## config.mk

```make
export PLATFORM = sky130hd
export DESIGN_NAME = reserve_commit_ring_buffer
export DESIGN_NICKNAME = d
export VERILOG_FILES = /design/src/design/rcrb_pkg.sv /design/src/design/rcrb_store.sv /design/src/design/reserve_commit_ring_buffer.sv
export SDC_FILE = /design/constraint.sdc
export NUM_CORES = 1
export LEC_CHECK = 0
export ABC_AREA = 1
export BUFFER_PORTS_ARGS = -buffer_cell sky130_fd_sc_hd__buf_2
export CAP_MARGIN = 20
export CELL_PAD_IN_SITES_DETAIL_PLACEMENT = 0
export CELL_PAD_IN_SITES_GLOBAL_PLACEMENT = 2
export CORE_ASPECT_RATIO = 2
export CORE_MARGIN = 2
export CORE_UTILIZATION = 47
export DETAILED_ROUTE_END_ITERATION = 6
export GPL_TIMING_DRIVEN = 0
export PLACE_DENSITY = 0.84
export SYNTH_ARGS = -nofsm -noshare
export SYNTH_HDL_FRONTEND = slang
export SYNTH_SLANG_ARGS = --single-unit
```

## constraint.sdc

```tcl
create_clock -name clk -period 8.63 [get_ports clk]
set_input_delay 0 -clock clk [delete_from_list [all_inputs] [get_ports clk]]
set_output_delay 0 -clock clk [all_outputs]
set_load 0.01 [all_outputs]
```

## src/design/rcrb_pkg.sv

```systemverilog
`timescale 1ns / 1ps
// ----------------------------------------------------------------------------
// rcrb_pkg: shared codes and types for the reserve/commit ring buffer
// Operation and status codes, field widths and the control bundle between
// the sequencer and the slot store.
// ----------------------------------------------------------------------------
package rcrb_pkg;

  // Fixed field widths of the item ports
  localparam int OP_W      = 2;
  localparam int SLOT_W    = 4;
  localparam int PAYLOAD_W = 32;
  localparam int STATUS_W  = 2;

  // Operation codes
  localparam logic [OP_W-1:0] OP_RESERVE = 2'd0;
  localparam logic [OP_W-1:0] OP_COMMIT  = 2'd1;
  localparam logic [OP_W-1:0] OP_PEEK    = 2'd2;
  localparam logic [OP_W-1:0] OP_RELEASE = 2'd3;

  // Status codes
  localparam logic [STATUS_W-1:0] ST_OK      = 2'd0;
  localparam logic [STATUS_W-1:0] ST_FULL    = 2'd1;
  localparam logic [STATUS_W-1:0] ST_EMPTY   = 2'd2;
  localparam logic [STATUS_W-1:0] ST_INVALID = 2'd3;

  // Store controls driven by the sequencer
  typedef struct packed {
    logic commit_wr;    // write payload and set ready mark at the write index
    logic release_clr;  // clear ready mark at the head index
    logic peek_rd;      // register the head payload
  } rcrb_ctl_t;

endpackage

```

## src/design/rcrb_store.sv

```systemverilog
`timescale 1ns / 1ps
// ----------------------------------------------------------------------------
// rcrb_store: slot payload memory and ready marks
// Payload words sit in a memory with one write and one registered read port.
// Ready marks are flip-flops, cleared by reset, read at two indexes.
// ----------------------------------------------------------------------------
module rcrb_store import rcrb_pkg::*; #(
  parameter int NUM_SLOTS = 16,
  parameter int PTR_W     = 4
) (
  input  logic                 clk,
  input  logic                 rst,
  input  rcrb_ctl_t            ctl,
  input  logic [PTR_W-1:0]     wr_idx,
  input  logic [PTR_W-1:0]     head_idx,
  input  logic [PTR_W-1:0]     walk_idx,
  input  logic [PAYLOAD_W-1:0] wr_data,
  output logic [PAYLOAD_W-1:0] rd_data,
  output logic                 chk_ready,
  output logic                 walk_ready
);

  logic [PAYLOAD_W-1:0] mem [NUM_SLOTS];
  logic [NUM_SLOTS-1:0] ready;

  // Write committed payload, register head payload on peek
  always_ff @(posedge clk) begin
    if (ctl.commit_wr) begin
      mem[wr_idx] <= wr_data;
    end
    if (ctl.peek_rd) begin
      rd_data <= mem[head_idx];
    end
  end

  // Set mark on commit, clear mark on release
  always_ff @(posedge clk) begin
    if (rst) begin
      ready <= '0;
    end else begin
      if (ctl.commit_wr) begin
        ready[wr_idx] <= 1'b1;
      end
      if (ctl.release_clr) begin
        ready[head_idx] <= 1'b0;
      end
    end
  end

  assign chk_ready  = ready[wr_idx];
  assign walk_ready = ready[walk_idx];

endmodule

```

## src/design/reserve_commit_ring_buffer.sv

```systemverilog
`timescale 1ns / 1ps
// ----------------------------------------------------------------------------
// reserve_commit_ring_buffer: ring of slots with reserve, commit and read
// Sequencer, pointers and result register around the slot store.
// ----------------------------------------------------------------------------
// One item is handled at a time. After acceptance the block executes the
// operation and then offers the result, and it returns to idle and takes
// the next item only after the result is taken. An accepted commit also
// walks the commit pointer over consecutive ready slots through a single
// compare-and-step unit, one slot per cycle, until it reaches the reserve
// pointer or an unready slot; the pointer advances by at most NUM_SLOTS - 1.
// Status codes: 0 ok, 1 full, 2 empty, 3 invalid commit or release
// (ignored). Slot indexes on the ports are 4 bits wide; a commit to a slot
// at or beyond NUM_SLOTS is rejected.
// ----------------------------------------------------------------------------
module reserve_commit_ring_buffer import rcrb_pkg::*; #(
  parameter int NUM_SLOTS = 16
) (
  input  logic                 clk,
  input  logic                 rst,
  input  logic                 in_valid,
  output logic                 in_stall,
  input  logic [OP_W-1:0]      operation,
  input  logic [SLOT_W-1:0]    slot,
  input  logic [PAYLOAD_W-1:0] payload,
  output logic                 out_valid,
  input  logic                 out_stall,
  output logic [STATUS_W-1:0]  status,
  output logic [SLOT_W-1:0]    slot_out,
  output logic [PAYLOAD_W-1:0] payload_out
);

  localparam int PTR_W = $clog2(NUM_SLOTS);
  localparam int CMP_W = ((PTR_W > SLOT_W) ? PTR_W : SLOT_W) + 1;

  // Sequencer states
  localparam logic [1:0] S_IDLE = 2'd0;
  localparam logic [1:0] S_EXEC = 2'd1;
  localparam logic [1:0] S_WALK = 2'd2;
  localparam logic [1:0] S_OUT  = 2'd3;

  logic [1:0]           state;
  logic [OP_W-1:0]      op_r;
  logic [SLOT_W-1:0]    slot_r;
  logic [PAYLOAD_W-1:0] payload_r;
  logic [PTR_W-1:0]     rsv_ptr;
  logic [PTR_W-1:0]     cmt_ptr;
  logic [PTR_W-1:0]     rd_ptr;
  logic [STATUS_W-1:0]  status_r;
  logic [SLOT_W-1:0]    slot_out_r;
  logic                 peek_hit;

  rcrb_ctl_t            ctl;
  logic [PTR_W-1:0]     slot_idx;
  logic [PAYLOAD_W-1:0] rd_data;
  logic                 chk_ready;
  logic                 walk_ready;
  logic                 slot_in_range;
  logic                 commit_ok;
  logic                 ring_full;
  logic                 ring_empty;

  // Step a pointer around the ring
  function automatic logic [PTR_W-1:0] ring_next(input logic [PTR_W-1:0] p);
    logic [PTR_W-1:0] r;
    if (p == PTR_W'(NUM_SLOTS - 1)) begin
      r = '0;
    end else begin
      r = p + 1'b1;
    end
    return r;
  endfunction

  // Circular distance from one pointer to another
  function automatic logic [PTR_W-1:0] ring_dist(input logic [PTR_W-1:0] from,
                                                 input logic [PTR_W-1:0] to);
    logic [PTR_W:0] d;
    d = {1'b0, to} + (PTR_W+1)'(NUM_SLOTS) - {1'b0, from};
    if (d >= (PTR_W+1)'(NUM_SLOTS)) begin
      d = d - (PTR_W+1)'(NUM_SLOTS);
    end
    return d[PTR_W-1:0];
  endfunction

  assign slot_idx      = PTR_W'(slot_r);
  assign slot_in_range = CMP_W'(slot_r) < CMP_W'(NUM_SLOTS);
  assign commit_ok     = slot_in_range && !chk_ready &&
                         (ring_dist(cmt_ptr, slot_idx) < ring_dist(cmt_ptr, rsv_ptr));
  assign ring_full     = ring_next(rsv_ptr) == rd_ptr;
  assign ring_empty    = rd_ptr == cmt_ptr;

  // Drive store controls during execution
  always_comb begin
    ctl = '0;
    if (state == S_EXEC) begin
      unique case (op_r)
        OP_COMMIT:  ctl.commit_wr   = commit_ok;
        OP_PEEK:    ctl.peek_rd     = !ring_empty;
        OP_RELEASE: ctl.release_clr = !ring_empty;
        default:    ctl = '0;
      endcase
    end
  end

  rcrb_store #(
    .NUM_SLOTS  (NUM_SLOTS),
    .PTR_W      (PTR_W)
  ) u_store (
    .clk        (clk),
    .rst        (rst),
    .ctl        (ctl),
    .wr_idx     (slot_idx),
    .head_idx   (rd_ptr),
    .walk_idx   (cmt_ptr),
    .wr_data    (payload_r),
    .rd_data    (rd_data),
    .chk_ready  (chk_ready),
    .walk_ready (walk_ready)
  );

  // Latch the item, execute, walk the commit pointer, hold the result
  always_ff @(posedge clk) begin
    if (rst) begin
      state   <= S_IDLE;
      rsv_ptr <= '0;
      cmt_ptr <= '0;
      rd_ptr  <= '0;
    end else begin
      unique case (state)
        S_IDLE: begin
          if (in_valid) begin
            state <= S_EXEC;
          end
        end
        S_EXEC: begin
          state <= S_OUT;
          unique case (op_r)
            OP_RESERVE: begin
              if (!ring_full) begin
                rsv_ptr <= ring_next(rsv_ptr);
              end
            end
            OP_COMMIT: begin
              if (commit_ok) begin
                state <= S_WALK;
              end
            end
            OP_RELEASE: begin
              if (!ring_empty) begin
                rd_ptr <= ring_next(rd_ptr);
              end
            end
            default: begin
            end
          endcase
        end
        S_WALK: begin
          if (cmt_ptr == rsv_ptr || !walk_ready) begin
            state <= S_OUT;
          end else begin
            cmt_ptr <= ring_next(cmt_ptr);
          end
        end
        S_OUT: begin
          if (!out_stall) begin
            state <= S_IDLE;
          end
        end
        default: state <= S_IDLE;
      endcase
    end
  end

  // Capture item fields and form the result
  always_ff @(posedge clk) begin
    if (state == S_IDLE && in_valid) begin
      op_r      <= operation;
      slot_r    <= slot;
      payload_r <= payload;
    end
    if (state == S_EXEC) begin
      status_r   <= ST_OK;
      slot_out_r <= '0;
      peek_hit   <= 1'b0;
      unique case (op_r)
        OP_RESERVE: begin
          if (ring_full) begin
            status_r <= ST_FULL;
          end else begin
            slot_out_r <= SLOT_W'(rsv_ptr);
          end
        end
        OP_COMMIT: begin
          if (!commit_ok) begin
            status_r <= ST_INVALID;
          end
        end
        OP_PEEK: begin
          if (ring_empty) begin
            status_r <= ST_EMPTY;
          end else begin
            slot_out_r <= SLOT_W'(rd_ptr);
            peek_hit   <= 1'b1;
          end
        end
        OP_RELEASE: begin
          if (ring_empty) begin
            status_r <= ST_INVALID;
          end
        end
        default: status_r <= ST_OK;
      endcase
    end
  end

  assign in_stall    = state != S_IDLE;
  assign out_valid   = state == S_OUT;
  assign status      = status_r;
  assign slot_out    = slot_out_r;
  assign payload_out = peek_hit ? rd_data : '0;

`ifndef SYNTHESIS
  // No item is taken while a result waits
  a_no_accept_in_out: assert property (@(posedge clk) disable iff (rst)
    out_valid |-> in_stall)
    else $error("item accepted while result pending");

  // Commit pointer stays between read and reserve pointers
  a_cmt_bounded: assert property (@(posedge clk) disable iff (rst)
    ring_dist(rd_ptr, cmt_ptr) <= ring_dist(rd_ptr, rsv_ptr))
    else $error("commit pointer outside read..reserve range");

  // An empty answer means the head has caught up with commits
  a_empty_consistent: assert property (@(posedge clk) disable iff (rst)
    (out_valid && status == ST_EMPTY) |-> (rd_ptr == cmt_ptr))
    else $error("empty reported with committed slots pending");

  // Walk stops only at the reserve pointer or an unready slot
  a_walk_stop: assert property (@(posedge clk) disable iff (rst)
    (state == S_WALK && $past(state) == S_WALK && cmt_ptr == $past(cmt_ptr))
      |-> (cmt_ptr == rsv_ptr || !walk_ready))
    else $error("commit walk stalled on a ready slot");
`endif

endmodule
```

# --- Yosys cells after proc, flatten, opt, wreduce, memory -nomap -nowiden ---
# Memory sizes are Yosys's and may differ from the RTL's. A register that Yosys moved wholly into a read port is not among the register bits.
# Cells that the tools add are included.
totals:
  register_bits: 75
  input_bits: 42
  memories: 1
  ram_bits: 512
  wordCells: 103
  out_inout_bits: 40
memory_table:
  columns: ["memory", "depth", "width", "rd", "rd_ports_with_merged_regs", "write_ports", "line", "rtl"]
  rows:
  - ["u_store.mem", 16, 32, 1, 1, 1, "rcrb_store.sv:23", "logic [PAYLOAD_W-1:0] mem [NUM_SLOTS];"]
classes:
  n_eq_ne: 15
  addsub: 9
  n_reduce_logical: 15
  bitwise_logic: 6
  order_cmp: 8
  mux: 38
ops:
  columns: ["operator", "count"]
  rows:
  - ["$mux 16", 3]
  - ["$mux 32", 1]
  - ["$mux 4", 7]
  - ["$and 16x16->16", 1]
  - ["$not 16->16", 1]
  - ["$or 16x16->16", 1]
  - ["$pmux 2 s4", 2]
  - ["$lt 4x5->1 const B", 3]
  - ["$mux 1", 13]
  - ["$add 4x1->4 const B", 3]
  - ["$eq 4x4->1", 3]
  - ["$eq 4x4->1 const B", 3]
  - ["$mux 2", 6]
  - ["$add 4x5->5 const B", 2]
  - ["$ge 5x5->1 const B", 2]
  - ["$sub 5x4->5", 2]
  - ["$reduce_and 3->1", 3]
  - ["$bmux 1 s4", 2]
  - ["$demux 1 s4", 2]
  - ["$eq 2x2->1 const B", 4]
  - ["$ge 4x1->1 const B", 2]
  - ["$pmux 4 s2", 1]
  - ["$sub 4x1->4 const B", 2]
  - ["$ne 2x2->1 const B", 3]
  - ["other kinds (10)", 19]

# --- Longest topological paths before layout ---
logic_depth:
  depth_word: 12
  depth_mapped: 17
  ltp_nobuf: 16

# --- Modules after synthesis ---
# From an unflattened synthesis, not the netlist that was laid out.
unflattened:
  hier_cells: 2613
  area_unflattened_um2: 26489.2
modules_own_cells:
  columns: ["module", "area_per_inst_um2", "cells_each", "instances", "seq_area_each_um2"]
  rows:
  - ["rcrb_store", 23505.0, 2296, 1, 16656.0]
  - ["reserve_commit_ring_buffer", 2984.1, 317, 1, 1631.6]

# --- Least setup slack after synthesis ---
# Ideal clock, no wire load.
synth_path:
  path_kind: "register to register"
  startpoint: "register cmt_ptr[2]"
  endpoint: "memory u_store.mem[7][0] (enable)"
  t_required_ns: 8.208
  synth_period_minus_slack_ns: 3.986
  stages_incl_launch_ff: 16
  setup_time_ns: 0.422
  arrival_time_ns: 3.564
  setup_slack_ns: 4.644
  path_cell_list: "dfxtp_1 -> buf_4 -> clkinv_1 -> ha_1 -> a21oi_1 -> o21ai_0 -> xor2_1 -> ha_1 -> inv_1 -> a21oi_1 -> nor2_1 -> nand3_1 -> nor2_2 -> buf_6 -> nand2_1 -> nor2_1"
synth_between:
  elab_chain_cells: 9
synth_rtl:
  columns: ["item", "line", "rtl"]
  rows:
  - ["start, declared", "reserve_commit_ring_buffer.sv:47", "logic [PTR_W-1:0] cmt_ptr;"]
  - ["start signal, assigned", "reserve_commit_ring_buffer.sv:161", "cmt_ptr <= ring_next(cmt_ptr);"]
  - ["$sub 5x4->5", "reserve_commit_ring_buffer.sv:78", "d = {1'b0, to} + (PTR_W+1)'(NUM_SLOTS) - {1'b0, from};"]
  - ["$sub 4x1->4 / $ge 5x5->1 (equally long branches)", "reserve_commit_ring_buffer.sv:80, reserve_commit_ring_buffer.sv:79", null]
  - ["$mux 4", "reserve_commit_ring_buffer.sv:79", "if (d >= (PTR_W+1)'(NUM_SLOTS)) begin"]
  - ["$lt 4x4->1 (*)", "reserve_commit_ring_buffer.sv:88", "(ring_dist(cmt_ptr, slot_idx) < ring_dist(cmt_ptr, rsv_ptr));"]
  - ["$logic_and 1x1->1 (*)", "reserve_commit_ring_buffer.sv:87", "assign commit_ok = slot_in_range && !chk_ready &&"]
  - ["$mux 1 (*)", "reserve_commit_ring_buffer.sv:96", "unique case (op_r)"]
  - ["$mux 3 (*)", "reserve_commit_ring_buffer.sv:95", "if (state == S_EXEC) begin"]
  - ["$mux 1 (*)", "rcrb_store.sv:28", "if (ctl.commit_wr) begin"]
  - ["$mux 1 (not written as such) (*)", "rcrb_store.sv:29", "mem[wr_idx] <= wr_data;"]
  - ["end, declared", "rcrb_store.sv:23", null]
# Every way passes the cells marked *; elsewhere a longest branch is shown, timed or not.

# --- Worst setup path after layout ---
layout_path:
  startpoint: "register cmt_ptr[2]"
  endpoint: "memory u_store.mem[4][17] (enable)"
# Same word-level chain as after synthesis.

==> impl_metrics.csv <==
group,metric,value,unit
detailed_routing,dr.first_iter.drc_count,1736,
outcome,status,"completed",
hold_path,min-delay-start,"payload[6]",
grt,grtUsageTotal,0.279,
detailed_routing,route.detailed.drc,0,
critical_path,rrSetupSlack,4.41,ns
synth,synth_edf_count,589,
power_and_ir_drop,clkPwrFrac,0.380,
cts,cts_tree,"yes",
detailed_routing,wl_met2,41.2,mm
run,maxCapViolCount,0,
power_and_ir_drop,peakVddDrop,0.000171,V
synth,synthMuxAreaShare,0,
floorplanning,die_area,54200,um2
detailed_routing,routed_via_density,5.84,
power_and_ir_drop,p_sw,1.51,mW
detailed_routing,dr.pass1.iters,6,
synth,syn-cell-area,24600,um2
critical_path,crit_fanout,17,
synth,synth-simple-area-share,0.104,
place,dpl_cell_area,26200,um2
timing,rsz0062_at_grt,"no",
hold_path,min_path_type,"in -> reg",
detailed_routing,vias,16700,
timing,min_period,4.22,ns
synth,synth_cell_types,31,
critical_path,r2r-end,"u_store.mem[4][17]",
place,portBuffers,81,
cts,cts_resized,0,
synth,synth_fa_ha_area_frac,0.0118,
floorplanning,rows,118,
synth,yosysWarnings,0,
cells_and_area,antenna_cells,0,
grt,antenna_found_initial,0,
cts,cts.sinks,619,
detailed_routing,postRouteAntennaNets,0,
detailed_routing,top_layer_used,"met4",
detailed_routing,wl_met3,4.31,mm
synth,synth_nets,2027,
cts,clk_path_buf_depth,3,
critical_path,critPathKind,"reg -> reg",
timing,period_share,0.489,
place,gp_congestion,0.863,
place,dp_hpwl,51.2,mm
cells_and_area,fin_nets,2226,
floorplanning,die_h,327,um
critical_path,r2r-start,"cmt_ptr[2]",
synth,seq_area_frac_synth,0.744,
grt,grt_pass1_vias,17200,
timing,finalHoldViolCount,0,
synth,syn_avg_cell_area,12.5,um2
timing,tightest_slew,1.17,ns
detailed_routing,wirelength,76.4,mm
synth,yosys_most_used_dff,"edfxtp_1",
cts,cts-root-buf,"clkbuf_16",
power_and_ir_drop,power,6.48,mW
power_and_ir_drop,power_density,228,nW/um2
critical_path,r2r_cells,16,
critical_path,worstPathRequired,8.93,ns
timing,final.setup.tns,0,ns
cells_and_area,mostFrequentLayoutCells,"edfxtp_1, o21ai_0, nor2_1",
power_and_ir_drop,internal_power,4.98,mW
timing,finalMaxSlewViolations,0,
floorplanning,initial_core_util,0.475,
synth,synth_compound_area_frac,0.0999,
critical_path,cp-end-kind,"flop",
cells_and_area,final_common_cell,"edfxtp_1",
hold_path,hold_end,"payload_r[6]",
synth,async_flop_share,0,
synth,postSynthCellCount,1963,
floorplanning,core_area,51700,um2
cts,cts_buffers,54,
cells_and_area,drive_gt1_frac,0.103,
synth,synth_seq_cells,619,
grt,grt_pass1_wl,110,mm
synth,synth_top_family_by_area,"simple AND/OR/NAND/NOR gates",
timing,finalClockSkew,0.0214,ns
timing,setup-violations-final,0,
detailed_routing,m1WireLength,25.8,mm
critical_path,critPathArrivalTime,4.53,ns
grt,grt_max_degree,32,
cells_and_area,area_growth,15.7,%
hold_path,hold_depth,2,
detailed_routing,wire_per_inst,26.7,um
grt,overflow,0,
floorplanning,chipWidth,166,um
cells_and_area,final_util,0.550,
floorplanning,ios,82,
power_and_ir_drop,power_frac_seq,0.568,
timing,relSlewSlack,0.223,
power_and_ir_drop,p_comb_frac,0.051,
timing,fmax,0.237,GHz
synth,synth_xor_area_frac,0.00499,
power_and_ir_drop,leakagePower,9.87,nW
cells_and_area,final_cell_area,28400,um2
critical_path,startpoint_type,"flop",
power_and_ir_drop,p_sw_frac,0.232,
cts,clk_latency,0.62,ns
cts,htreeDepth,2,
cts,clkSlewWorstSetupHoldPaths,0.07,ns
## synthesized netlist by cell type, types with 2 or more instances
master,n,area [um2]
nand4_1,33,206
fa_1,2,40.0
o21ai_1,4,20.0
inv_1,92,345
a21oi_1,33,165
o22ai_1,128,801
nand2_1,268,1010
o21ai_0,284,1420
buf_4,3,22.5
xor2_1,7,61.3
ha_1,20,250
xnor2_1,7,61.3
buf_6,4,45.0
clkinv_1,3,11.3
nor3_1,5,25.0
buf_1,8,30.0
clkbuf_1,89,334
buf_2,10,50.1
dfxtp_1,30,601
nor2_2,4,25.0
inv_2,4,15.0
nor2_1,287,1080
nand3_1,42,210
edfxtp_1,589,17700
## worst max path at each step
stage / start / end / slack [ns] / depth (start not counted)
final: cmt_ptr[2] / u_store.mem[4][17] / 4.41 / 16
after global routing: cmt_ptr[2] / u_store.mem[4][19] / 4.13 / 16
after CTS: cmt_ptr[2] / u_store.mem[4][19] / 4.36 / 16
after detailed placement: cmt_ptr[2] / u_store.mem[4][17] / 4.38 / 16
after global placement: cmt_ptr[2] / u_store.mem[7][23] / 1.99 / 15
after floorplan: cmt_ptr[2] / u_store.mem[7][0] / 4.64 / 15
## power groups by stage
stage / clock [mW] / combinational, mW / sequential, mW
final: 2.47 / 0.333 / 3.68
after global routing: 2.59 / 0.372 / 3.70
after CTS: 2.49 / 0.341 / 3.68
after detailed placement: 0 / 0.322 / 3.75
after global placement: 0 / 0.306 / 3.74
after floorplan: 0 / 0.172 / 3.68
## worst max-delay path, cell delays in order, from the launching register on
cell      delay [ns]
dfxtp_1         0.31
buf_4           0.16
clkinv_1        0.31
ha_1            0.48
nand2_1         0.06
o21ai_0         0.19
xor2_1          0.21
ha_1            0.26
inv_1           0.05
a21oi_1         0.03
nor2_1          0.19
nand3_1         0.17
nor2_2          0.29
buf_6           0.20
nand2_1         0.09
nor2_4          0.58
buf_12          0.26
## sequential cells by signal, indices dropped and copies added (netlist names)
name and count:
rd_ptr 4, u_store.rd_data 32, status 2, state 2, cmt_ptr 4, peek_hit 1
rsv_ptr 4, slot_idx 4, payload_r 32, u_store.ready 16, u_store.mem 512, slot_out 4
op_r 2
## layout make-up
class / count / area, um2
fillers: 4480 / 23200
flip-flops and latches: 619 / 18300
multi-input cells: 1131 / 5460
clock buffers: 63 / 1410
repair buffers: 143 / 1240
well taps: 660 / 826
plain buffers: 114 / 482
inverters: 99 / 372
clock inverters: 35 / 358
## stage by stage
step           cells  hold slack [ns]  worst slack, ns
2_1_floorplan   1963           0.0691             4.64
6_report        2864           0.0925             4.41
5_1_grt         2864           0.0880             4.13
3_3_place_gp    2704            0.176             1.99
4_1_cts         2864           0.0661             4.36
3_5_place_dp    2724            0.178             4.38
## cell families (layout without fill, tap and decap cells)
kind of cell,count (synthesis),in the layout
adder cells (fa/ha/maj),22,22
buffers and inverters,213,454
flip-flops,619,619
XOR/XNOR,14,14
AO/OA/AOI/OAI,455,455
AND/OR/NAND/NOR,640,640
## metal layers
layer | up-vias | global-route usage
li1 | 7467 | -
met1 | 8278 | 0.294
met2 | 754 | 0.524
met3 | 237 | 0.0350
met4 | 0 | 0.173
met5 | - | 0
## timing repair
action,4_1_cts,5_1_grt
endpoints found under the hold margin,59,0
setup buffers,0,0
hold buffers,42,0
Power figures use the tool's default switching activity.
